==> config.mk <==
export PLATFORM = sky130hd
export DESIGN_NAME = rmte_sqrt_cell
export DESIGN_NICKNAME = d
export VERILOG_FILES = /design/src/rmte_pkg.sv /design/src/rmte_sqrt_cell.sv
export SDC_FILE = /design/constraint.sdc
export NUM_CORES = 1
export LEC_CHECK = 0
export ABC_AREA = 1
export ABC_CLOCK_PERIOD_IN_PS = 900
export CAP_MARGIN = 20
export CORE_MARGIN = 2
export CORE_UTILIZATION = 26
export DETAILED_ROUTE_END_ITERATION = 7
export DONT_BUFFER_PORTS = 1
export HOLD_SLACK_MARGIN = 0.05
export PLACE_DENSITY = 0.39
export SETUP_SLACK_MARGIN = 0.4
export SLEW_MARGIN = 40
export SYNTH_ARGS = -nofsm -noshare
export SYNTH_HDL_FRONTEND = slang
export SYNTH_SLANG_ARGS = --single-unit
==> constraint.sdc <==
create_clock -name clock -period 0.9 [get_ports clock]
set_input_delay 0 -clock clock [delete_from_list [all_inputs] [get_ports clock]]
set_output_delay 0 -clock clock [all_outputs]
set_load 0.02 [all_outputs]
==> src/rmte_pkg.sv <==
// Shared types, constants and the arctangent table for the Euler angle extractor.
package rmte_pkg;

   localparam int MaxSteps   = 24;
   localparam int VecWidth   = 36;   // holds 2^15 * 2^14 grown by CORDIC gain
   localparam int AngWidth   = 34;   // radians * 2^29, up to about 2*pi
   localparam int SqrtSteps  = 15;   // result bits of the 30-bit radicand root

   localparam logic signed [AngWidth-1:0] PiZ = 34'sd1686629713;
   localparam logic signed [15:0] HalfPiOut = 16'sd12868;
   localparam logic signed [16:0] OneQ14 = 17'sd16384;

   typedef logic signed [VecWidth-1:0] vec_type;
   typedef logic signed [AngWidth-1:0] ang_type;

   // One CORDIC lane: vector, accumulated angle, and a forced-result override.
   typedef struct packed {
      vec_type          x;
      vec_type          y;
      ang_type          z;
      logic             force_en;
      logic signed [15:0] force_val;
   } lane_type;

   // State handed between square root cells.
   typedef struct packed {
      logic [29:0] rem;
      logic [15:0] root;
   } sqrt_type;

   function automatic ang_type atan_entry(input logic [4:0] i);
      case (i)
         5'd0: return 34'sd421657428;
         5'd1: return 34'sd248918915;
         5'd2: return 34'sd131521918;
         5'd3: return 34'sd66762579;
         5'd4: return 34'sd33510843;
         5'd5: return 34'sd16771758;
         5'd6: return 34'sd8387925;
         5'd7: return 34'sd4194219;
         5'd8: return 34'sd2097141;
         5'd9: return 34'sd1048575;
         5'd10: return 34'sd524288;
         5'd11: return 34'sd262144;
         5'd12: return 34'sd131072;
         5'd13: return 34'sd65536;
         5'd14: return 34'sd32768;
         5'd15: return 34'sd16384;
         5'd16: return 34'sd8192;
         5'd17: return 34'sd4096;
         5'd18: return 34'sd2048;
         5'd19: return 34'sd1024;
         5'd20: return 34'sd512;
         5'd21: return 34'sd256;
         5'd22: return 34'sd128;
         5'd23: return 34'sd64;
         default: return '0;
      endcase
   endfunction

endpackage

==> src/rmte_sqrt_cell.sv <==
// One restoring square root digit step with its pipeline register.
module rmte_sqrt_cell #(
   parameter int STEP = 0
) (
   input  logic              clock,
   input  logic              advance,
   input  rmte_pkg::sqrt_type sq_in,
   output rmte_pkg::sqrt_type sq_out
);
   import rmte_pkg::*;

   localparam int Shift = 2 * (SqrtSteps - 1 - STEP);

   sqrt_type sq_ff, sq_in_c;
   logic [31:0] trial, partial;

   always_comb begin
      partial = 32'(sq_in.rem >> Shift);
      trial   = {14'd0, sq_in.root, 2'b01};
      sq_in_c = sq_in;
      if (partial >= trial) begin
         sq_in_c.rem  = sq_in.rem - 30'(trial << Shift);
         sq_in_c.root = {sq_in.root[14:0], 1'b1};
      end else begin
         sq_in_c.root = {sq_in.root[14:0], 1'b0};
      end
   end

   always_ff @(posedge clock) begin
      if (advance) begin
         sq_ff <= sq_in_c;
      end
   end

   assign sq_out = sq_ff;
endmodule

# == Yosys cells after proc, flatten, opt, wreduce, memory -nomap -nowiden ==
# Cells that the tools add are included.
# totals
output_inout_bits,46
in_bits,48
elab_cells,6
ff_bits,46
# op_classes
muxes,2
addsub,1
n_lt_le_gt_ge,1
# ops
operator,n
two-way mux 30 bit,1
subtractor 30 x 29 -> 30 bit (second input constant),1
>= comparator 2 x 18 -> 1 bit,1
two-way mux 1 bit,1

# == Logic depth before layout (Yosys ltp) ==
# depth
ltp_word,2
ltp_mapped,8
depth_no_buf,8

# == Worst setup path after synthesis ==
# No wires, ideal clock.
# synth_timing
path_type,input to register
from,in sq_in[44] in the netlist's numbering
to,"reg sq_ff (netlist bit sq_out[45]), data pin"
setup_ns,0.253
t_required_ns,0.647
cell_stages,8
slack_ns,0.047
path_buffers,0
arrival_time_ns,0.600
cell_sequence,inv_1 -> ha_1 -> inv_1 -> nor2_1 -> nor2_4 -> nand3_2 -> nand2_1 -> nand2_1
# synth_rtl
element,line_no,text
"start, declared",rmte_sqrt_cell.sv:7,"input rmte_pkg::sqrt_type sq_in,"
"end signal, assigned",rmte_sqrt_cell.sv:31,sq_ff <= sq_in_c;
"end, declared",rmte_sqrt_cell.sv:14,"sqrt_type sq_ff, sq_in_c;"

# == Final worst setup path ==
# layout_timing
from,reg sq_ff (netlist bit sq_out[12])
to,out sq_out[12] in the netlist's numbering
# layout_rtl
element,line_no,text
"end, declared",rmte_sqrt_cell.sv:8,output rmte_pkg::sqrt_type sq_out
# No word-level cell between the ends.

==> results.py <==
metrics = {
    "status": {
        "outcome": "complete, but fails checks",
        "violations": "negative hold slack",
    },
    "flow_run": {
        "drv_cap": 0,
    },
    "sta": {
        "slew_viol_final": 0,
        "post-route-period-util_pct": 88.7,
        "setup_viol_count_final": 0,
        "fin_setup_tns_ns": 0,
        "final.min_clock_period_ns": 0.799,
        "hold_ws_ns": -0.181,
        "setup_slack_ns": 0.101,
        "rsz0062_at_grt": "yes",
        "clock.fmax_mhz": 1250,
        "slew_headroom_pct": 83.6,
        "hold_viol_final": 50,
        "tightest_slew_ns": 0.246,
    },
    "die": {
        "start_util_pct": 27.4,
        "dieHeight_um": 80.9,
        "rows": 27,
        "core_mm2": 0.00561,
        "ioPinCount": 94,
        "die_area_mm2": 0.00654,
        "die_w_um": 80.9,
    },
    "detailed_routing": {
        "drtPass1Iterations": 2,
        "routed_via_density": 4.04,
        "wirelength_um": 3110,
        "drc": 0,
        "vias": 813,
        "wl_per_cell_um": 15.5,
        "drt_iter0_drc": 48,
        "ant_nets": 0,
    },
    "clocking": {
        "cts_max_level": 2,
        "clock_tree.root_cell": "clkbuf_8",
        "path_clk_slew_ns": 0.08,
        "cts_sinks": 46,
        "cts_buffer_depth": 2,
        "hold_buffers": 43,
        "cts-buffers-inserted": 5,
        "tritoncts": "yes",
    },
    "synth": {
        "syn_area_mm2": 0.00154,
        "yosysSeqAreaShare_pct": 89.9,
        "synth_cell_type_count": 9,
        "yosys-top-cells-area": "edfxtp_1, nor2_1, nand2_1, ha_1, nor2_4",
        "avgSynthCellArea_um2": 20.5,
        "ys_seq_elements": 46,
        "yosysWarnings": 0,
        "synth_top_area_share_pct": 89.9,
        "syn_inst": 75,
        "synth_top_cell_by_area": "edfxtp_1",
        "syn_nets": 125,
    },
    "finish": {
        "areaGrowthSynthToFinish_pct": 47.1,
        "largest_reg_flops": 46,
        "design_area_mm2": 0.00226,
        "antenna_cells": 0,
        "fillers": 541,
        "nets": 178,
        "finish.utilization_pct": 40.3,
        "most-common-layout-cells": "edfxtp_1, dlygate4sd3_1, nor2_1, nand2_1, clkbuf_8",
        "layout_commonest_cell": "edfxtp_1",
        "drive_gt1_share_pct": 15.5,
    },
    "min_path": {
        "whs_path_depth": 0,
        "hold_start": "advance",
        "hold_path_class": "input pin to register",
        "min_to": "sq_out[15]",
    },
    "setup_path": {
        "cp_max_fo": 1,
        "startpoint_type": "register",
        "startpoint": "sq_out[12]",
        "arrival_ns": 0.80,
        "criticalPathCategory": "register to output port",
        "worstPathRequired_ns": 0.90,
        "endpoint_kind": "output port",
    },
    "power_and_ir_drop": {
        "p_per_area_mw_per_mm2": 2000,
        "p_total_mw": 4.52,
        "ir_worst_vdd_v": 0.000672,
        "p_leak_nw": 0.809,
    },
    "placement": {
        "pre_cts_ws_ns": 0.0874,
        "hpwlAfterDp_um": 2090,
        "place_area_mm2": 0.00168,
        "gp_congestion": 0.712,
        "port_buffers": 0,
    },
    "global_routing": {
        "grtUsageTotal_pct": 9.21,
        "antenna_found_initial": 0,
        "grt_pass1_wl_um": 4340,
        "first_global_vias": 851,
        "overflow": 0,
        "grt_max_degree": 47,
    },
}
==> where the power goes <==
| part | switching (mW) | total, mW | internal (mW) |
|---|---|---|---|
| Sequential | 0.274 | 2.83 | 2.56 |
| Clock | 0.647 | 1.47 | 0.828 |
| Combinational | 0.0537 | 0.209 | 0.155 |
==> worst max-delay path by stage <==
stage | end | depth (start not counted)
floorplan | sq_out[44] | 8
global placement | sq_out[44] | 8
detailed placement | sq_out[45] | 8
CTS | sq_out[44] | 0
global route | sq_out[12] | 0
finish | sq_out[12] | 0
==> kinds of logic after synthesis <==
kind of cell	share of synthesized area (%)
fa+ha+maj	1.63
buf+inv	1.22
flops	89.9
simple gates	7.25
==> cells in the mapped netlist, drive strengths merged <==
| master | instances |
|---|---|
| and2 | 1 |
| edfxtp | 46 |
| ha | 2 |
| nand4 | 2 |
| nand2 | 7 |
| nand3 | 1 |
| inv | 5 |
| nor2 | 11 |
==> routing by layer <==
layer | vias to the layer above | wire length, um | global-route usage (%) | share of wire [%]
li1 | 380 | - | - | -
met1 | 368 | 1230 | 9.98 | 39
met2 | 62 | 1520 | 15.8 | 49
met3 | 3 | 351 | 4.78 | 11
met4 | 0 | 11 | 2.54 | 0.35
met5 | - | 0 | 0 | 0
==> cell type report <==
type	count	area, um^2	share of cell area (%)
well taps	72	90.1	3.98
multi-input cells	24	171	7.58
clock buffers	6	72.6	3.21
flip-flops and latches	46	1380	61.1
clock inverters	2	37.5	1.66
repair buffers	46	458	20.3
inverters	5	50.0	2.21
==> repair_timing <==
item	4_1_cts	5_1_grt
buffers inserted	0	3
endpoints found under the setup margin	47	50
hold endpoints to repair	91	50
pin swaps	0	11
resized for setup	0	7
==> through the flow <==
stage                     hold slack, ns  std cells
final                             -0.181        201
after global routing              -0.203        201
after CTS                         -0.194        198
after detailed placement          0.0989        147
after global placement            0.0989        147
after floorplan                   0.0989         75
Power figures use the tool's default switching activity.
