File: src/rmte_pkg.sv
// Shared types, constants and the arctangent table for the Euler angle extractor.
package rmte_pkg;

   localparam int MaxSteps   = 24;
   localparam int VecWidth   = 36;   // holds 2^15 * 2^14 grown by CORDIC gain
   localparam int AngWidth   = 34;   // radians * 2^29, up to about 2*pi
   localparam int SqrtSteps  = 15;   // result bits of the 30-bit radicand root

   localparam logic signed [AngWidth-1:0] PiZ = 34'sd1686629713;
   localparam logic signed [15:0] HalfPiOut = 16'sd12868;
   localparam logic signed [16:0] OneQ14 = 17'sd16384;

   typedef logic signed [VecWidth-1:0] vec_type;
   typedef logic signed [AngWidth-1:0] ang_type;

   // One CORDIC lane: vector, accumulated angle, and a forced-result override.
   typedef struct packed {
      vec_type          x;
      vec_type          y;
      ang_type          z;
      logic             force_en;
      logic signed [15:0] force_val;
   } lane_type;

   // State handed between square root cells.
   typedef struct packed {
      logic [29:0] rem;
      logic [15:0] root;
   } sqrt_type;

   function automatic ang_type atan_entry(input logic [4:0] i);
      case (i)
         5'd0: return 34'sd421657428;
         5'd1: return 34'sd248918915;
         5'd2: return 34'sd131521918;
         5'd3: return 34'sd66762579;
         5'd4: return 34'sd33510843;
         5'd5: return 34'sd16771758;
         5'd6: return 34'sd8387925;
         5'd7: return 34'sd4194219;
         5'd8: return 34'sd2097141;
         5'd9: return 34'sd1048575;
         5'd10: return 34'sd524288;
         5'd11: return 34'sd262144;
         5'd12: return 34'sd131072;
         5'd13: return 34'sd65536;
         5'd14: return 34'sd32768;
         5'd15: return 34'sd16384;
         5'd16: return 34'sd8192;
         5'd17: return 34'sd4096;
         5'd18: return 34'sd2048;
         5'd19: return 34'sd1024;
         5'd20: return 34'sd512;
         5'd21: return 34'sd256;
         5'd22: return 34'sd128;
         5'd23: return 34'sd64;
         default: return '0;
      endcase
   endfunction

endpackage

File: src/rmte_cordic_cell.sv
// One vectoring CORDIC micro-rotation stage with its pipeline register.
module rmte_cordic_cell #(
   parameter int STEP = 0
) (
   input  logic              clock,
   input  logic              advance,
   input  rmte_pkg::lane_type lane_in,
   output rmte_pkg::lane_type lane_out
);
   import rmte_pkg::*;

   lane_type lane_ff, lane_in_c;
   vec_type  xs, ys;

   always_comb begin
      xs = lane_in.x >>> STEP;
      ys = lane_in.y >>> STEP;
      lane_in_c = lane_in;
      if (STEP < MaxSteps) begin
         if (!lane_in.y[VecWidth-1]) begin
            lane_in_c.x = lane_in.x + ys;
            lane_in_c.y = lane_in.y - xs;
            lane_in_c.z = lane_in.z + atan_entry(5'(STEP));
         end else begin
            lane_in_c.x = lane_in.x - ys;
            lane_in_c.y = lane_in.y + xs;
            lane_in_c.z = lane_in.z - atan_entry(5'(STEP));
         end
      end
   end

   always_ff @(posedge clock) begin
      if (advance) begin
         lane_ff <= lane_in_c;
      end
   end

   assign lane_out = lane_ff;
endmodule

File: config.mk
export PLATFORM = sky130hd
export DESIGN_NAME = rmte_cordic_cell
export DESIGN_NICKNAME = d
export VERILOG_FILES = /design/src/rmte_pkg.sv /design/src/rmte_cordic_cell.sv
export SDC_FILE = /design/constraint.sdc
export NUM_CORES = 1
export LEC_CHECK = 0
export BUFFER_PORTS_ARGS = -buffer_cell sky130_fd_sc_hd__buf_2
export CAP_MARGIN = 25
export CORE_MARGIN = 5
export CORE_UTILIZATION = 59
export DETAILED_ROUTE_END_ITERATION = 10
export MAX_ROUTING_LAYER = met4
export PLACE_DENSITY = 0.86
export SYNTH_ARGS = -nofsm -noshare
export SYNTH_HDL_FRONTEND = slang
export SYNTH_SLANG_ARGS = --single-unit
File: constraint.sdc
create_clock -name clock -period 12.83 [get_ports clock]
set_clock_uncertainty 0.15 [all_clocks]
set_input_delay 2.566 -clock clock [delete_from_list [all_inputs] [get_ports clock]]
set_output_delay 2.566 -clock clock [all_outputs]
set_load 0.02 [all_outputs]
## Word-level counts from Yosys, hierarchy flattened

Cells that the tools add are included.

| operators by class | value |
|---|---|
| $mul | 0 |
| shift operators | 0 |
| bitwise operators | 0 |
| reduce and logical (&&, ||, !) cells | 0 |
| equality and inequality tests | 0 |
| mux-type cells | 1 |
| $lt $le $gt $ge | 0 |
| add/sub/neg operators | 5 |
| div/mod/pow operators | 0 |

Operator list:

| operator | count |
|---|---|
| $mux W106 | 1 |
| $sub A36 B36 Y36 | 2 |
| $add A36 B36 Y36 | 1 |
| $add A34 B30 Y34 const B | 1 |
| $sub A34 B30 Y34 const B | 1 |

| word-level totals | value |
|---|---|
| latch bits | 0 |
| bits in registers | 123 |
| memories kept | 0 |
| bits in writable memories | 0 |
| bits in read-only memories | 0 |
| input port bits | 125 |
| output and inout port bits | 123 |

## Longest topological paths before layout

Gate-level depths: netlist of run 1.

| depth | value |
|---|---|
| depth in word-level cells | 2 |
| mapped depth | 15 |
| depth with buffers taken out | 13 |

## Worst setup path before layout of run 1

OpenSTA, ideal clock, no wires.

| timing | value |
|---|---|
| path kind | input-to-reg |
| from | input port lane_in[86] in the netlist's numbering |
| to | register lane_ff (netlist bit lane_out[44]), data pin |
| stages | 15 |
| buffers on the path | 3 |
| arrival | 6.031 ns |
| data required time | 12.421 ns |
| slack | 6.390 ns |
| cell sequence | clkbuf_1 clkinv_1 clkbuf_1 buf_1 ha_1 and3_1 nand2_1 nor3b_1 o21bai_1 a41oi_1 a221oi_1 o21ai_0 a311o_1 a21oi_1 xnor2_1 |

RTL lines:

| what | line | source |
|---|---|---|
| start, declared | rmte_cordic_cell.sv:7 | `input rmte_pkg::lane_type lane_in,` |
| end signal, assigned | rmte_cordic_cell.sv:34 | `lane_ff <= lane_in_c;` |
| end, declared | rmte_cordic_cell.sv:12 | `lane_type lane_ff, lane_in_c;` |

==> results.cfg, run 1 <==
[cts]
cts_setup_buffers = 0
cts.repair.resized = 0
clkSinkCount = 122
cts_max_level = 4
cts_buffers = 17
cts_hold_buf = 0
cts_tree = yes
clockBufferDepth = 2
root_buffer = clkbuf_16
path_clk_slew_ns = 0.06

[drt]
dr.pass1.iters = 6
drc = 0
num_vias = 10700
drt-initial-drc-count = 1275
avgRoutedWirePerCell_um = 18.9
finalWirelength_um = 33400
avgViaCountPerCell = 6.06
final_antenna_net_count = 0

[power_and_ir_drop]
leakagePower_nw = 6.11
power.density_nw_per_um2 = 123
power_mw = 1.64
peakVddDrop_v = 0.0000862

[sta]
fin_crit_ns = 5.99
min_period_over_period = 0.467
fmax_ghz = 0.167
worstMarginPinSlew_ns = 0.987
tns_ns = 0
hold_viol = 0
drv_slew = 0
final-setup-viol-count = 0
max_slew_margin = 0.335
grt_setup_unrepaired = no

[min_path]
hold_path.class = primary input to flop
min_path_cells = 1

[global_route]
first_global_vias = 10100
gr-usage-all-layers = 0.303
antenna_found_initial = 3
grt_max_degree = 79
grt_pass1_wl_um = 52100
overflow = 0

[synth]
synthArstFlopShare = 0
synth_nets = 1534
yosysUniqueCellTypes = 78
synthXorXnorAreaFrac = 0.0710
synth-edff-count = 122
yosys.area.top_type_share = 0.323
synth_top_area_cell = edfxtp_1
ys_seq_area_frac = 0.323
synthSimpleGateAreaFrac = 0.122
yosys_warnings = 0
synthTopCellsByArea = edfxtp_1, ha_1, a21oi_1
synth_fa_ha_area_frac = 0.160
netlist_instances = 1266
synthesis.area_um2 = 11300
synth.avg_cell_area_um2 = 8.96
synth_top_family_by_area = compound AO/OA/AOI/OAI gates
synth_compound_area_frac = 0.244
ys_seq_elements = 122
synth.mux.area_fraction = 0.0212
yosys_most_used_dff = edfxtp_1

[final_layout]
final_util = 0.711
num-fill-cells = 1461
layout-drive-gt1-share = 0.207
final_cell_mix = buf_2, a21oi_1, ha_1
syn_to_final_growth_pct = 18.0
layout.nets = 1757
layout_commonest_cell = buf_2
largest_reg_flops = 122

[setup_path]
critPathMaxFanout = 19
start_kind = primary input
cp_data_arrival_time_ns = 6.01
crit_path_end_kind = flop
crit_type = primary input to flop
cp-startpoint = lane_in[86]
cp-endpoint = lane_out[47]
worstPathRequired_ns = 12.85

[floorplan]
coreArea_um2 = 18800
dieArea_um2 = 22100
rows = 50
start_util = 0.603
ios = 248
die_x_um = 149
fp.dieH_um = 149

[placed_design]
port_buffers = 247
gp_congestion = 1.00
dp_hpwl_um = 25600

[job]
maxCapViolCount = 0

[outcome]
status = finished, final reports clean
## final cells by class
| type | instances | area [um^2] | area share |
|---|---|---|---|
| Antenna cell | 3 | 7.51 | 0.000561 |
| Clock buffer | 17 | 425 | 0.0318 |
| Clock inverter | 15 | 218 | 0.0163 |
| Inverter | 122 | 458 | 0.0342 |
| Multi-Input combinational cell | 975 | 7020 | 0.525 |
| Sequential cell | 122 | 3660 | 0.274 |
| Tap cell | 260 | 325 | 0.0243 |
| Timing Repair Buffer | 251 | 1270 | 0.0947 |
## worst max-delay path, stage by stage
cell and delay [ns]:
buf_2 0.39, inv_2 0.25, ha_1 0.37, nor2b_1 0.14
o21ai_0 0.19, a21oi_1 0.14, o31ai_1 0.43, a31oi_1 0.21
o311ai_0 0.55, a21oi_1 0.15, o31ai_1 0.33, nor2b_1 0.21
xnor2_1 0.08
## where the power goes
part | internal (mW) | switching (mW)
sequential | 0.522 | 0.0178
clock | 0.330 | 0.202
combinational | 0.208 | 0.365
total | 1.06 | 0.584
## per-stage QoR
stage          hold WS, ns  instances  cell area [um^2]  setup WS [ns]
6_report              2.17       1765             13400           6.84
5_1_grt               2.15       1765             13400           6.65
4_1_cts               2.16       1762             13400           6.90
3_5_place_dp          2.59       1730             12700           6.50
3_3_place_gp          2.59       1730             12700           6.60
2_1_floorplan         2.51       1266             11300           6.39
## synthesized netlist by cell type, drive strengths merged, types with 6 or more instances
library cell	instances
a21o	42
nand4	13
edfxtp	122
mux2i	24
or3	8
nand3	17
nor2b	17
xor2	20
nor3	26
nand2	55
o21a	13
clkbuf	26
a31oi	11
nor2	113
a211o	6
o21ai	80
nand2b	10
o211ai	7
a211oi	14
o21bai	28
ha	139
inv	119
o31ai	14
xnor2	72
a21oi	149
o41ai	7
buf	21
a311oi	6
## how the worst min path moves through the flow
stage	slack, ns	from	end
final	2.17	lane_in[14]	lane_out[14]
after global routing	2.15	lane_in[9]	lane_out[9]
after CTS	2.16	lane_in[0]	lane_out[0]
after detailed placement	2.59	lane_in[0]	lane_out[0]
after global placement	2.59	lane_in[4]	lane_out[4]
after floorplan	2.51	lane_in[0]	lane_out[0]
## routing by layer
layer	routed length, um	GRT usage	vias up
met5	0	-	-
li1	-	-	5039
met2	15800	0.494	625
met3	3530	0.0615	63
met1	13400	0.388	4969
met4	660	0.0799	0
## kinds of logic (layout without fill, tap and decap cells)
family,Yosys count,after routing
xor+xnor,92,92
buf+inv,169,405
mux,24,24
fa+ha+maj,143,143
other cells,0,3
compound gates,427,427
simple gates,289,289
flops,122,122
(Power assumes the default switching activity.)
==> run 2, diff against run 1 <==
--- a/config.mk
+++ b/config.mk
@@ -8,10 +8,10 @@
 export BUFFER_PORTS_ARGS = -buffer_cell sky130_fd_sc_hd__buf_2
 export CAP_MARGIN = 25
 export CORE_MARGIN = 5
-export CORE_UTILIZATION = 59
+export CORE_UTILIZATION = 51
 export DETAILED_ROUTE_END_ITERATION = 10
 export MAX_ROUTING_LAYER = met4
-export PLACE_DENSITY = 0.86
+export PLACE_DENSITY = 0.79
 export SYNTH_ARGS = -nofsm -noshare
 export SYNTH_HDL_FRONTEND = slang
 export SYNTH_SLANG_ARGS = --single-unit
==> constraint.sdc (replaced) <==
create_clock -name clock -period 5.4 [get_ports clock]
set_clock_uncertainty 0.15 [all_clocks]
set_input_delay 1.08 -clock clock [delete_from_list [all_inputs] [get_ports clock]]
set_output_delay 1.08 -clock clock [all_outputs]
set_load 0.02 [all_outputs]
==> results.cfg, run 2 (synthesis gave the netlist of run 1 again) <==
[floorplan]
coreArea_um2 = 21900
start_util = 0.518
fp.dieH_um = 159
die_x_um = 159
dieArea_um2 = 25300
ios = 248
rows = 54

[drt]
avgViaCountPerCell = 5.92
dr.pass1.iters = 5
num_vias = 10600
final_antenna_net_count = 0
finalWirelength_um = 34000
drt-initial-drc-count = 943
avgRoutedWirePerCell_um = 19.0
drc = 0

[power_and_ir_drop]
p_int_mw = 2.42
p_clk_frac = 0.303
leakagePower_nw = 6.12
swShare = 0.365
switchingPower_mw = 1.39
p_seq_frac = 0.334
combPwrFrac = 0.362
power.density_nw_per_um2 = 284
peakVddDrop_v = 0.000197

[min_path]
hold_path_end = lane_out[9]
min_path_cells = 1
min_from = lane_in[9]
hold_path.class = primary input to flop

[job]
maxCapViolCount = 0

[cts]
root_buffer = clkbuf_16
clockBufferDepth = 2
cts_max_level = 4
cts_tree = yes
cts_buffers = 17
clkSinkCount = 122
cts_setup_buffers = 0
path_clk_slew_ns = 0.06
cts.repair.resized = 0
cts_hold_buf = 0

[final_layout]
layout_commonest_cell = buf_2
largest_reg_flops = 122
layout-drive-gt1-share = 0.210
layout.nets = 1766
syn_to_final_growth_pct = 18.2
final_cell_mix = buf_2, a21oi_1, ha_1
num-fill-cells = 1936

[setup_path]
crit_path_end_kind = flop
cp_data_arrival_time_ns = 4.55
start_kind = primary input
crit_type = primary input to flop
worstPathRequired_ns = 5.42
critPathMaxFanout = 23

[sta]
max_slew_margin = 0.324
hold_slack_ns = 0.682
tns_ns = 0
min_period_over_period = 0.840
fmax_ghz = 0.220
drv_slew = 0
final-setup-viol-count = 0
hold_viol = 0
worstMarginPinSlew_ns = 1.00
fin_crit_ns = 4.54
grt_setup_unrepaired = no

[global_route]
first_global_vias = 10100
grt_pass1_wl_um = 53500
gr-usage-all-layers = 0.264
antenna_found_initial = 3
overflow = 0
grt_max_degree = 74

[placed_design]
port_buffers = 247
dp_hpwl_um = 26700
gp_congestion = 0.972

[outcome]
status = finished, final reports clean
## run 2: power groups by stage
stage | Combinational, mW | Sequential, mW | Clock [mW]
CTS | 1.37 | 1.28 | 1.16
detailed placement | 1.36 | 1.29 | 0
finish | 1.38 | 1.27 | 1.16
global placement | 1.35 | 1.29 | 0
floorplan | 0.722 | 1.49 | 0
global route | 1.49 | 1.29 | 1.22
## run 2: final cells by class
class / instances / area [um^2] / share of cell area
multi-input combinational: 975 / 7020 / 0.524
sequential: 122 / 3660 / 0.273
timing repair buffer: 260 / 1340 / 0.0996
inverter: 122 / 458 / 0.0341
clock buffer: 17 / 425 / 0.0317
tap: 280 / 350 / 0.0261
clock inverter: 15 / 148 / 0.0110
antenna: 4 / 10.0 / 0.000746
## run 2: worst max-delay path: stages
cell and delay [ns]:
buf_2 0.22, inv_2 0.22, buf_4 0.37, fa_1 0.28
nor2b_1 0.05, o21ai_0 0.19, a21oi_1 0.14, o31ai_1 0.37
a31oi_1 0.22, o311ai_0 0.61, a21oi_1 0.16, o31ai_1 0.34
a21oi_1 0.14, xor2_1 0.15
## run 2: worst max-delay path by stage
stage                start            to  slack [ns]  cells past startpoint
2_1_floorplan  lane_in[86]  lane_out[44]        0.45                     15
3_3_place_gp   lane_in[59]  lane_out[80]        0.56                     13
3_5_place_dp   lane_in[59]  lane_out[80]        0.50                     13
4_1_cts        lane_in[59]  lane_out[80]        0.93                     13
5_1_grt        lane_in[86]  lane_out[47]        0.64                     14
6_report       lane_in[86]  lane_out[49]        0.86                     14
## run 2: per-layer routing
layer | up-vias | wire length (um) | global-route usage
met5 | - | 0 | -
met4 | 0 | 922 | 0.0807
met3 | 79 | 2980 | 0.0513
met2 | 604 | 15800 | 0.421
met1 | 4872 | 14300 | 0.344
li1 | 5068 | - | -
## run 2: stage by stage
stage / total power, mW / setup WS [ns] / utilization / cells / area, um^2
5_1_grt: 4.00 / 0.636 / 0.613 / 1794 / 13400
3_5_place_dp: 2.65 / 0.498 / 0.586 / 1759 / 12800
6_report: 3.81 / 0.863 / 0.613 / 1795 / 13400
3_3_place_gp: 2.64 / 0.560 / 0.586 / 1759 / 12800
2_1_floorplan: 2.21 / 0.446 / - / 1266 / 11300
4_1_cts: 3.81 / 0.935 / 0.612 / 1791 / 13400
